File: src/sv/assert_macros.svh
// assertion macros for the allocator rtl
`ifndef ASSERT_MACROS_SVH
`define ASSERT_MACROS_SVH

// property holds at every clock edge outside reset
`define FFA_ASSERT(label, prop, msg) \
    label: assert property (@(posedge i_clk) disable iff (!i_rst_n) prop) \
        else $error(msg);

// condition never seen at a clock edge outside reset
`define FFA_NEVER(label, cond, msg) \
    label: assert property (@(posedge i_clk) disable iff (!i_rst_n) !(cond)) \
        else $error(msg);

`endif

File: src/sv/ffa_pkg.sv
// shared types and constants of the first-fit allocator
`timescale 1ns / 1ps
package ffa_pkg;

    localparam int GRAN_BYTES = 8;
    localparam int GRAN_BITS  = 3;
    localparam logic [15:0] CNT_MAX = 16'hFFFF;
    localparam logic [10:0] MIN_BLOCK_RESET = 11'd16;

    localparam logic [1:0] CMD_ALLOC = 2'd0;
    localparam logic [1:0] CMD_FREE  = 2'd1;
    localparam logic [1:0] CMD_CLEAR = 2'd2;

    localparam logic [1:0] ST_OK     = 2'd0;
    localparam logic [1:0] ST_FAIL   = 2'd1;
    localparam logic [1:0] ST_BADPTR = 2'd2;

    typedef struct packed {
        logic [1:0]  command;
        logic [15:0] request_bytes;
        logic [15:0] payload_offset;
    } t_in_item;

    typedef struct packed {
        logic [1:0]  status;
        logic [15:0] granted_offset;
        logic [15:0] bytes_in_use;
        logic [15:0] peak_bytes_in_use;
        logic [31:0] bytes_ever_granted;
        logic [31:0] grant_count;
        logic [31:0] release_count;
    } t_result;

    typedef enum logic [4:0] {
        OP_NONE,
        OP_LATCH,
        OP_CLR_START,
        OP_CLR_STEP,
        OP_ALLOC_START,
        OP_FREE_START,
        OP_SET_FAIL,
        OP_SET_BAD,
        OP_RD_CUR,
        OP_ACHK,
        OP_A_TAKE,
        OP_A_NEW,
        OP_FCHK,
        OP_RD_NXT,
        OP_FNCHK,
        OP_RD_PREV,
        OP_FPCHK,
        OP_F_WCUR,
        OP_F_INVCUR,
        OP_RD_FIX,
        OP_WR_FIX,
        OP_OUT
    } t_dp_op;

    typedef struct packed {
        logic [1:0] cmd;
        logic       req_zero;
        logic       off_bad;
        logic       fit;
        logic       split;
        logic       step_in;
        logic       hit;
        logic       rd_free;
        logic       cur_zero;
        logic       fix_in;
        logic       clr_last;
    } t_dp_sts;

endpackage

File: src/sv/ffa_ctrl.sv
// allocator controller state machine
`timescale 1ns / 1ps
module ffa_ctrl (
    input  logic             i_clk,
    input  logic             i_rst_n,
    input  logic             i_in_valid,
    output logic             o_in_stall,
    output logic             o_out_valid,
    input  logic             i_out_stall,
    input  ffa_pkg::t_dp_sts i_sts,
    output ffa_pkg::t_dp_op  o_op
);
    import ffa_pkg::*;
    `include "assert_macros.svh"

    typedef enum logic [18:0] {
        S_IDLE   = 19'd1 << 0,
        S_DISP   = 19'd1 << 1,
        S_CLEAR  = 19'd1 << 2,
        S_A_RD   = 19'd1 << 3,
        S_A_CHK  = 19'd1 << 4,
        S_A_TAKE = 19'd1 << 5,
        S_A_NEW  = 19'd1 << 6,
        S_F_RD   = 19'd1 << 7,
        S_F_CHK  = 19'd1 << 8,
        S_F_RDN  = 19'd1 << 9,
        S_F_NCHK = 19'd1 << 10,
        S_F_PRE  = 19'd1 << 11,
        S_F_PCHK = 19'd1 << 12,
        S_F_WCUR = 19'd1 << 13,
        S_F_INV  = 19'd1 << 14,
        S_FIXCHK = 19'd1 << 15,
        S_FX_RD  = 19'd1 << 16,
        S_FX_WR  = 19'd1 << 17,
        S_DONE   = 19'd1 << 18
    } t_state;

    t_state r_state, n_state;
    logic   r_ret_pre, n_ret_pre;
    logic   r_clr_out, n_clr_out;
    logic   r_out_valid, n_out_valid;

    always_comb begin
        n_state   = r_state;
        n_ret_pre = r_ret_pre;
        n_clr_out = r_clr_out;
        o_op      = OP_NONE;
        case (r_state)
            S_IDLE: begin
                if (i_in_valid) begin
                    o_op    = OP_LATCH;
                    n_state = S_DISP;
                end
            end
            S_DISP: begin
                case (i_sts.cmd)
                    CMD_ALLOC: begin
                        if (i_sts.req_zero) begin
                            o_op    = OP_SET_FAIL;
                            n_state = S_DONE;
                        end else begin
                            o_op    = OP_ALLOC_START;
                            n_state = S_A_RD;
                        end
                    end
                    CMD_FREE: begin
                        if (i_sts.off_bad) begin
                            o_op    = OP_SET_BAD;
                            n_state = S_DONE;
                        end else begin
                            o_op    = OP_FREE_START;
                            n_state = S_F_RD;
                        end
                    end
                    CMD_CLEAR: begin
                        o_op      = OP_CLR_START;
                        n_clr_out = 1'b1;
                        n_state   = S_CLEAR;
                    end
                    default: begin
                        o_op    = OP_SET_FAIL;
                        n_state = S_DONE;
                    end
                endcase
            end
            S_CLEAR: begin
                o_op = OP_CLR_STEP;
                if (i_sts.clr_last) begin
                    n_clr_out = 1'b0;
                    n_state   = r_clr_out ? S_DONE : S_IDLE;
                end
            end
            S_A_RD: begin
                o_op    = OP_RD_CUR;
                n_state = S_A_CHK;
            end
            S_A_CHK: begin
                o_op = OP_ACHK;
                if (i_sts.fit) begin
                    n_state = S_A_TAKE;
                end else if (!i_sts.step_in) begin
                    n_state = S_DONE;
                end else begin
                    n_state = S_A_RD;
                end
            end
            S_A_TAKE: begin
                o_op    = OP_A_TAKE;
                n_state = i_sts.split ? S_A_NEW : S_DONE;
            end
            S_A_NEW: begin
                o_op      = OP_A_NEW;
                n_ret_pre = 1'b0;
                n_state   = S_FIXCHK;
            end
            S_F_RD: begin
                o_op    = OP_RD_CUR;
                n_state = S_F_CHK;
            end
            S_F_CHK: begin
                o_op = OP_FCHK;
                if (!i_sts.hit) begin
                    n_state = S_DONE;
                end else if (i_sts.step_in) begin
                    n_state = S_F_RDN;
                end else begin
                    n_state = S_F_PRE;
                end
            end
            S_F_RDN: begin
                o_op    = OP_RD_NXT;
                n_state = S_F_NCHK;
            end
            S_F_NCHK: begin
                o_op = OP_FNCHK;
                if (i_sts.rd_free) begin
                    n_ret_pre = 1'b1;
                    n_state   = S_FIXCHK;
                end else begin
                    n_state = S_F_PRE;
                end
            end
            S_F_PRE: begin
                if (i_sts.cur_zero) begin
                    n_state = S_F_WCUR;
                end else begin
                    o_op    = OP_RD_PREV;
                    n_state = S_F_PCHK;
                end
            end
            S_F_PCHK: begin
                o_op    = OP_FPCHK;
                n_state = i_sts.rd_free ? S_F_INV : S_F_WCUR;
            end
            S_F_WCUR: begin
                o_op    = OP_F_WCUR;
                n_state = S_DONE;
            end
            S_F_INV: begin
                o_op      = OP_F_INVCUR;
                n_ret_pre = 1'b0;
                n_state   = S_FIXCHK;
            end
            S_FIXCHK: begin
                if (i_sts.fix_in) begin
                    n_state = S_FX_RD;
                end else begin
                    n_state = r_ret_pre ? S_F_PRE : S_DONE;
                end
            end
            S_FX_RD: begin
                o_op    = OP_RD_FIX;
                n_state = S_FX_WR;
            end
            S_FX_WR: begin
                o_op    = OP_WR_FIX;
                n_state = r_ret_pre ? S_F_PRE : S_DONE;
            end
            S_DONE: begin
                if (!r_out_valid || !i_out_stall) begin
                    o_op    = OP_OUT;
                    n_state = S_IDLE;
                end
            end
            default: begin
                n_state = S_IDLE;
            end
        endcase
    end

    always_comb begin
        n_out_valid = r_out_valid;
        if (r_out_valid && !i_out_stall) begin
            n_out_valid = 1'b0;
        end
        if (o_op == OP_OUT) begin
            n_out_valid = 1'b1;
        end
    end

    always_ff @(posedge i_clk) begin
        if (!i_rst_n) begin
            r_state     <= S_CLEAR;
            r_ret_pre   <= 1'b0;
            r_clr_out   <= 1'b0;
            r_out_valid <= 1'b0;
        end else begin
            r_state     <= n_state;
            r_ret_pre   <= n_ret_pre;
            r_clr_out   <= n_clr_out;
            r_out_valid <= n_out_valid;
        end
    end

    assign o_in_stall  = (r_state != S_IDLE);
    assign o_out_valid = r_out_valid;

    `FFA_ASSERT(a_accept_dispatch, (i_in_valid && !o_in_stall) |=> (r_state == S_DISP), "accepted transfer not dispatched")
    `FFA_ASSERT(a_out_from_done, $rose(r_out_valid) |-> $past(r_state == S_DONE), "result raised outside done")
    `FFA_ASSERT(a_fix_pair, (r_state == S_FX_RD) |=> (r_state == S_FX_WR), "link read without write back")
    `FFA_NEVER(a_no_overwrite, (o_op == OP_OUT) && r_out_valid && i_out_stall, "waiting result overwritten")
endmodule

File: config.mk
export PLATFORM = sky130hd
export DESIGN_NAME = ffa_ctrl
export DESIGN_NICKNAME = d
export VERILOG_FILES = /design/src/sv/ffa_pkg.sv /design/src/sv/ffa_ctrl.sv
export VERILOG_INCLUDE_DIRS = /design/src /design/src/sv
export SDC_FILE = /design/constraint.sdc
export NUM_CORES = 1
export LEC_CHECK = 0
export ABC_AREA = 1
export ABC_CLOCK_PERIOD_IN_PS = 1800
export BUFFER_PORTS_ARGS = -buffer_cell sky130_fd_sc_hd__buf_2
export CORE_MARGIN = 1.5
export CORE_UTILIZATION = 35
export CTS_CLUSTER_SIZE = 25
export DETAILED_ROUTE_END_ITERATION = 10
export HOLD_SLACK_MARGIN = 0.03
export MAX_ROUTING_LAYER = met4
export PLACE_DENSITY = 0.61
export SLEW_MARGIN = 15
export SYNTH_ARGS = -nofsm -noshare
export SYNTH_HDL_FRONTEND = slang
export SYNTH_SLANG_ARGS = --single-unit
File: constraint.sdc
create_clock -name i_clk -period 1.8 [get_ports i_clk]
set_clock_uncertainty 0.15 [all_clocks]
set_input_delay 0.09 -clock i_clk [delete_from_list [all_inputs] [get_ports i_clk]]
set_output_delay 0.09 -clock i_clk [all_outputs]
set_load 0.03 [all_outputs]
-- After elaboration in Yosys (flattened, before gate mapping)
Cells that the tools add are included.
- bits in registers: 22
- latch bits: 0
- bits in writable memories: 0
- ROM bits: 0
- input bits: 16
- output and inout bits: 7
- word-level logic and storage cells: 77
- memories kept: 0
- add/subtract/negate cells: 0
- $mul: 0
- div/mod/pow operators: 0
- order comparisons: 0
- equal/unequal tests: 28
- shifts and indexed selects: 0
- muxes and demuxes: 32
- bitwise operators: 0
- reductions and logical operators: 13
- operator list (kind ; number):
    one-hot mux 19 bit (18 select lines) ; 1
    two-way mux 19 bit ; 12
    one-hot mux 5 bit (17 select lines) ; 1
    one-hot mux 19 bit (3 select lines) ; 1
    equality test 19 x 1 -> 1 bit (second input constant) ; 1
    equality test 19 x 10 -> 1 bit (second input constant) ; 1
    equality test 19 x 11 -> 1 bit (second input constant) ; 1
    equality test 19 x 12 -> 1 bit (second input constant) ; 1
    equality test 19 x 13 -> 1 bit (second input constant) ; 1
    equality test 19 x 14 -> 1 bit (second input constant) ; 1
    equality test 19 x 15 -> 1 bit (second input constant) ; 1
    equality test 19 x 16 -> 1 bit (second input constant) ; 1
    equality test 19 x 17 -> 1 bit (second input constant) ; 1
    equality test 19 x 18 -> 1 bit (second input constant) ; 1
    equality test 19 bit (second input constant) ; 1
    equality test 19 x 2 -> 1 bit (second input constant) ; 1
    equality test 19 x 3 -> 1 bit (second input constant) ; 1
    equality test 19 x 4 -> 1 bit (second input constant) ; 1
    equality test 19 x 5 -> 1 bit (second input constant) ; 1
    equality test 19 x 6 -> 1 bit (second input constant) ; 1
    equality test 19 x 7 -> 1 bit (second input constant) ; 1
    equality test 19 x 8 -> 1 bit (second input constant) ; 1
    equality test 19 x 9 -> 1 bit (second input constant) ; 1
    != test 19 x 1 -> 1 bit (second input constant) ; 1
    23 further kinds ; 38

-- Depth between registers and ports, before layout
Gate-level depths: netlist of run 1.
- word-level depth: 6
- mapped depth: 13
- mapped depth without buffers: 13

-- Least setup slack after synthesis of run 1
Ideal clock, no wire load.
- kind: register to output
- from: register r_state[16]
- to: output port o_op[3]
- arrival time: 1.501 ns
- data required time: 1.560 ns
- setup slack: 0.059 ns
- cell stages (with the launch flop): 12
- buffers on the path: 0
- path through: dfxtp_1 > nor2_2 > nand2_2 > inv_2 > nand2_4 > nor2_8 > nand2_2 > or2_4 > nand2_2 > inv_2 > nand3_1 > or2_1
- word-level cells in the longest chain between the ends: 3
- elaborated cells between the ends (all ways): 20
- classes of those cells: eq/ne: 18; mux: 1; reduce/logical: 1
- RTL lines (item ; RTL line ; source):
    from (decl) ; ffa_ctrl.sv:38 ; t_state r_state, n_state;
    from (signal assigned) ; ffa_ctrl.sv:208 ; r_state <= n_state;
    equality test 19 x 8 -> 1 bit / equality test 19 x 4 -> 1 bit (equally long branches) ; ffa_ctrl.sv:48 ; case (r_state)
    OR reduction 2 bit (no line) ; - ;
    one-hot mux 5 bit (17 select lines) * ; ffa_ctrl.sv:48 ;
    to (decl) ; ffa_ctrl.sv:11 ; output ffa_pkg::t_dp_op o_op
Mark *: on every way between the ends. The rest lies on a longest branch, timed or not.

-- Final worst setup path of run 1
- from: register r_state[5]
- to: output port o_op[1]
The elaborated chain is that of the path after synthesis.

==> results by group, run 1 <==
Power
  • Net Sw Frac: 30.5%
  • Reg power frac: 44.9%
  • Clock group share of total power: 27.3%
  • Switching power: 0.341 mW
  • P_int: 0.776 mW
  • Leak Pwr: 1.16 nW
  • Total Power: 1.12 mW
  • VDD IR max: 0.000375 V
  • Pwr Density: 464 mW/mm²
  • Comb power frac: 27.7%

Cells and area
  • Fin area: 0.00241 mm²
  • Final Non-Filler Cells: 367
  • Layout cells sized above 1: 42.6%
  • # diodes: 0
  • Area delta synth->final: 56.3%
  • # fillers: 366
  • # nets final: 335

Run status
  • Failing checks: setup timing
  • Status: finished, violations left

Floorplan
  • Die Wd: 69.3 µm
  • Die Y-Extent: 69.3 µm
  • Cell Rows: 23
  • Core Area: 0.00412 mm²
  • Initial Util: 37.4%
  • DIE AREA: 0.00481 mm²
  • IO Pins: 23

Drt
  • Final ANT Viol Nets: 0
  • Vias per cell: 4.88
  • DRC Markers: 0
  • Initial DRC count: 116
  • Vias: 1790
  • Final WL: 4860 µm
  • Drt first pass iters: 5
  • Avg WL per Cell: 13.2 µm

Global routing
  • First-pass GRT wire length: 7650 µm
  • GRT Util Overall: 20.0%
  • Largest net degree at the start of global routing: 13
  • Total global routing overflow: 0
  • Vias in the first global route: 1760
  • Initial antenna violation count: 0

Setup path
  • CP cell instances: nor2_4 > buf_4 > nand2_4 > inv_2 > nand2_2 > buf_4 > nor2_4 > nand2_4 > nand2_4 > nor2_1 > o211ai_1 > buf_4
  • Critical path's largest stage delay: 360 ps
  • Crit path launch: r_state[5]
  • CP bufs+invs: 4
  • WS Path Type: flip-flop to primary output
  • Crit-path slowest cell: dfxtp_4
  • Crit path DAT: 1910 ps
  • R2R depth: 15
  • Nature of the critical path endpoint: primary output
  • Capturing point of the worst reg2reg path: r_state[18]
  • CP required: 1560 ps
  • R2r setup slk: -230 ps
  • Critical path startpoint category: flip-flop
  • Largest delay share family, worst path: simple AND/OR/NAND/NOR gates
  • Worst Path Max Fanout: 4
  • R2R Path Start: r_state[5]

Synth
  • Synth Net Count: 253
  • Seq cells post-synth: 22
  • Post-synth cell types: 30
  • Cells after Synth: 237
  • Register area share after synthesis: 28.6%
  • Synth Cell Area: 0.00154 mm²
  • Avg Inst Size Synth: 6.50 µm²
  • Yosys warning count: 0

Clock network
  • Root buffer cell: clkbuf_8
  • Clk slew on worst S/H paths: 80 ps
  • Worst-Skew Late Latency: 260 ps
  • Clock Path Buffers: 2
  • CTS buffer count: 3
  • Htree depth: 1
  • Clock Sinks: 22
  • CTS tree: yes

STA
  • Final setup TNS: -2460 ps
  • Slew margin rel.: 74.7%
  • Max Freq: 465 MHz
  • Worst setup margin: -352 ps
  • Fin. Hold Viols: 0
  • Worst Hold Slack: 40.1 ps
  • Tcrit/Tclk final: 120%
  • Unrepaired setup endpoints after global routing: true
  • Max-slew violation total from the final report: 0
  • Tmin final: 2150 ps
  • Setup violations, final: 11
  • Worst slew pin tran: 378 ps

Placed design
  • Placer Congestion: 0.947
  • Buffers added on ports: 22
  • Placed Cells: 334
  • Post-DP HPWL: 3510 µm
  • DP Area: 0.00191 mm²

Hold path
  • Sink of the worst hold path: r_state[1]
  • Worst hold stages: 3
  • HP Class: primary input to flip-flop
  • Min-delay src: i_in_valid

Flow run
  • Max-cap violations: 0
## cells in the mapped netlist
master | n | share of area, %
o22a_1 | 1 | 0.57
nand4_1 | 6 | 2.4
o21ai_1 | 4 | 1.3
nor3_2 | 2 | 1.3
o211ai_1 | 1 | 0.49
nand2_4 | 2 | 1.5
nand2_2 | 8 | 3.2
a21oi_1 | 8 | 2.6
nor3_1 | 12 | 3.9
nor2_4 | 6 | 4.4
nor4_1 | 1 | 0.41
o21ai_0 | 2 | 0.65
dfxtp_1 | 22 | 29
clkbuf_1 | 2 | 0.49
nand3_1 | 18 | 5.8
a31oi_1 | 1 | 0.41
o2111ai_1 | 1 | 0.57
nand3b_1 | 2 | 0.97
nor2_2 | 10 | 4.1
inv_1 | 32 | 7.8
inv_2 | 5 | 1.2
nand4_4 | 1 | 1.4
nand3_2 | 3 | 1.9
nand2_1 | 43 | 10
nor2_1 | 36 | 8.8
nor3b_1 | 4 | 1.9
or2_4 | 1 | 0.57
or2_1 | 1 | 0.41
nor2_8 | 1 | 1.3
o31ai_1 | 1 | 0.49
## stage by stage
stage                     utilization, %  worst slack, ps
final                               58.5             -352
after global routing                58.5             -433
after CTS                           54.8             -298
after detailed placement            46.4            -68.5
after global placement              46.4            -62.1
after floorplan                        -             59.0
## worst max-delay path by stage
| stage | to | cells past startpoint |
|---|---|---|
| detailed placement | o_op[3] | 12 |
| floorplan | o_op[3] | 11 |
| CTS | o_op[3] | 11 |
| finish | o_op[1] | 12 |
| global placement | o_op[3] | 12 |
| global route | o_op[1] | 12 |
## placed cells by master, fill, tap and decap left out, types with 4 or more instances in the layout
master | netlist | routed
a21oi_1 | 8 | 6
buf_2 | 0 | 17
buf_4 | 0 | 42
buf_6 | 0 | 6
dfxtp_1 | 22 | 16
dfxtp_2 | 0 | 5
dlygate4sd3_1 | 0 | 14
inv_1 | 32 | 30
inv_2 | 5 | 7
nand2_1 | 43 | 40
nand2_2 | 8 | 7
nand2_4 | 2 | 6
nand3_1 | 18 | 10
nand3_2 | 3 | 9
nand4_1 | 6 | 6
nor2_1 | 36 | 33
nor2_2 | 10 | 7
nor2_4 | 6 | 12
nor3_1 | 12 | 11
nor3b_1 | 4 | 4
## registers in the layout (all words and copies together) (netlist names)
signal,flops
o_out_valid,1
r_clr_out,1
r_ret_pre,1
r_state,19
## metal layers
layer	vias up	track usage, %	routed length, µm
met3	13	2.03	322
met4	0	10.0	128
li1	925	-	-
met5	-	-	0
met1	792	26.2	2210
met2	60	30.6	2200
## final cells by class
cell class | count | area, µm² | share of cell area (%)
sequential | 22 | 450 | 18.7
timing repair buffer | 79 | 608 | 25.3
tap | 50 | 62.6 | 2.60
clock buffer | 3 | 41.3 | 1.72
multi-input combinational | 176 | 1110 | 45.9
inverter | 37 | 139 | 5.77
## repair_timing
item | CTS | global route
resized for setup | 30 | 24
pin swaps | 12 | 9
endpoints found under the hold margin | 14 | 0
buffers inserted | 7 | 9
setup endpoints to repair | 7 | 13
hold buffers | 14 | 0
## cell families after synthesis
family	share of synthesized area [%]
flops	28.6
buf+inv	9.51
compound gates	7.07
simple gates	54.8
## power by group through the flow
| stage | logic [mW] | clock network [mW] | registers (mW) |
|---|---|---|---|
| floorplan | 0.153 | 0 | 0.513 |
| global placement | 0.221 | 0 | 0.515 |
| detailed placement | 0.221 | 0 | 0.514 |
| CTS | 0.269 | 0.314 | 0.503 |
| global route | 0.334 | 0.333 | 0.503 |
| finish | 0.310 | 0.305 | 0.502 |
## worst min-delay path: stages
cell and delay, ps:
buf_2 110, nor2_1 150, nor4_1 70
(Power assumes the default switching activity.)
==> run 2, diff against run 1 <==
--- a/config.mk
+++ b/config.mk
@@ -9,13 +9,14 @@
 export ABC_AREA = 1
 export ABC_CLOCK_PERIOD_IN_PS = 1800
 export BUFFER_PORTS_ARGS = -buffer_cell sky130_fd_sc_hd__buf_2
+export CORE_ASPECT_RATIO = 1.75
 export CORE_MARGIN = 1.5
-export CORE_UTILIZATION = 35
+export CORE_UTILIZATION = 50
 export CTS_CLUSTER_SIZE = 25
 export DETAILED_ROUTE_END_ITERATION = 10
 export HOLD_SLACK_MARGIN = 0.03
 export MAX_ROUTING_LAYER = met4
-export PLACE_DENSITY = 0.61
+export PLACE_DENSITY = 0.79
 export SLEW_MARGIN = 15
 export SYNTH_ARGS = -nofsm -noshare
 export SYNTH_HDL_FRONTEND = slang
==> results by group, run 2 (synthesis gave the netlist of run 1 again) <==
Hold path
  • HP Class: primary input to flip-flop
  • Sink of the worst hold path: r_state[7]
  • Min-delay src: i_sts[10]
  • Worst hold stages: 3

Global routing
  • Total global routing overflow: 0
  • GRT Util Overall: 32.2%
  • Initial antenna violation count: 0
  • Largest net degree at the start of global routing: 13
  • First-pass GRT wire length: 8010 µm
  • Vias in the first global route: 1980

Clock network
  • Worst-Skew Late Latency: 260 ps
  • Clock Path Buffers: 2
  • CTS buffer count: 3
  • Root buffer cell: clkbuf_8
  • Clk slew on worst S/H paths: 80 ps
  • Htree depth: 1
  • CTS tree: yes
  • Clock Sinks: 22

STA
  • Worst setup margin: -307 ps
  • Final setup TNS: -2050 ps
  • Tmin final: 2110 ps
  • Worst slew pin tran: 573 ps
  • Max-slew violation total from the final report: 0
  • Max Freq: 475 MHz
  • Tcrit/Tclk final: 117%
  • Slew margin rel.: 61.5%
  • Unrepaired setup endpoints after global routing: true
  • Setup violations, final: 10
  • Fin. Hold Viols: 0

Power
  • Net Sw Frac: 31.9%
  • Reg power frac: 42.3%
  • VDD IR max: 0.000429 V
  • Comb power frac: 31.7%
  • Switching power: 0.377 mW
  • Leak Pwr: 1.18 nW
  • Clock group share of total power: 26.0%
  • Total Power: 1.18 mW
  • P_int: 0.804 mW
  • Pwr Density: 476 mW/mm²

Flow run
  • Max-cap violations: 0

Placed design
  • Buffers added on ports: 22
  • DP Area: 0.00184 mm²
  • Placed Cells: 307
  • Post-DP HPWL: 3470 µm
  • Placer Congestion: 0.982
  • Place WS: -30.0 ps

Drt
  • Drt first pass iters: 6
  • Final WL: 6250 µm
  • Final ANT Viol Nets: 0
  • Vias: 2057
  • DRC Markers: 0
  • Avg WL per Cell: 18.2 µm
  • Initial DRC count: 200
  • Vias per cell: 5.98

Cells and area
  • Largest register FFs: 19
  • Layout cells sized above 1: 46.2%
  • # diodes: 0
  • # nets final: 334
  • Commonest non-fill, non-tap cell in the layout: nand2_1
  • # fillers: 176
  • Fin area: 0.00248 mm²
  • Area delta synth->final: 61.0%
  • Most flop-heavy register: r_state
  • Final Non-Filler Cells: 344
  • Commonest non-fill, non-tap cells in the layout: nand2_1, buf_4, nor2_1

Floorplan
  • DIE AREA: 0.00344 mm²
  • Die Wd: 45.0 µm
  • IO Pins: 23
  • Die Y-Extent: 76.4 µm
  • Initial Util: 52.6%
  • Core Area: 0.00293 mm²
  • Cell Rows: 26

Setup path
  • Critical path startpoint category: flip-flop
  • R2r setup slk: -230 ps
  • WS Path Type: flip-flop to primary output
  • CP required: 1560 ps
  • Nature of the critical path endpoint: primary output
  • R2R depth: 12
  • Capturing point of the worst reg2reg path: r_state[18]
  • Crit path DAT: 1870 ps
  • Worst Path Max Fanout: 5
  • R2R Path Start: r_state[1]

Run status
  • Failing checks: setup timing
  • Status: finished, violations left
run 2: power groups by stage:
stage	clock network [mW]	logic [mW]	registers, mW
6_report	0.307	0.375	0.500
5_1_grt	0.329	0.389	0.501
4_1_cts	0.311	0.311	0.500
3_5_place_dp	0	0.235	0.512
3_3_place_gp	0	0.235	0.512
2_1_floorplan	0	0.153	0.513
run 2: critical path, cell delays in order, from the launching register on:
cell and delay, ps:
dfxtp_1 340, nor2_2 120, nand2_2 100, buf_12 150, nor2_4 120, buf_6 140
nand3_2 120, nand2_1 160, nor2_1 70, o211ai_1 80, buf_4 190
run 2: final cells by class:
cell class,count,area [µm²],share of cell area (%)
clock buffers,3,41.3,1.66
inverters,37,141,5.70
multi-input cells,176,1170,47.3
flip-flops and latches,22,457,18.4
well taps,28,35.0,1.41
repair buffers,78,632,25.5
run 2: worst max path at each step:
stage	from	end	slack, ps	cells past startpoint
2_1_floorplan	r_state[16]	o_op[3]	60	11
3_3_place_gp	r_state[8]	o_op[3]	-30	10
3_5_place_dp	r_state[8]	o_op[3]	-30	10
4_1_cts	r_state[1]	o_op[2]	-260	9
5_1_grt	r_state[16]	o_op[1]	-370	11
6_report	r_state[11]	o_op[1]	-310	10
run 2: layer usage:
layer / share of wire, % / vias to the layer above / GRT usage, %
li1: - / 925 / -
met1: 31 / 932 / 28.5
met2: 52 / 143 / 57.9
met3: 7.4 / 57 / 4.74
met4: 9.0 / 0 / 20.9
met5: 0 / - / -
run 2: metrics by stage:
stage | utilization (%) | hold WS (ps)
2_1_floorplan | - | 24.6
3_3_place_gp | 62.9 | 159
3_5_place_dp | 62.9 | 158
4_1_cts | 77.4 | 34.5
5_1_grt | 84.7 | 46.5
6_report | 84.7 | 31.1
run 2: what timing repair did:
action / 4_1_cts / 5_1_grt
pin swaps: 19 / 19
hold buffers: 14 / 0
endpoints found under the hold margin: 13 / 0
resized for setup: 39 / 38
setup endpoints to repair: 7 / 12
buffers inserted: 11 / 10
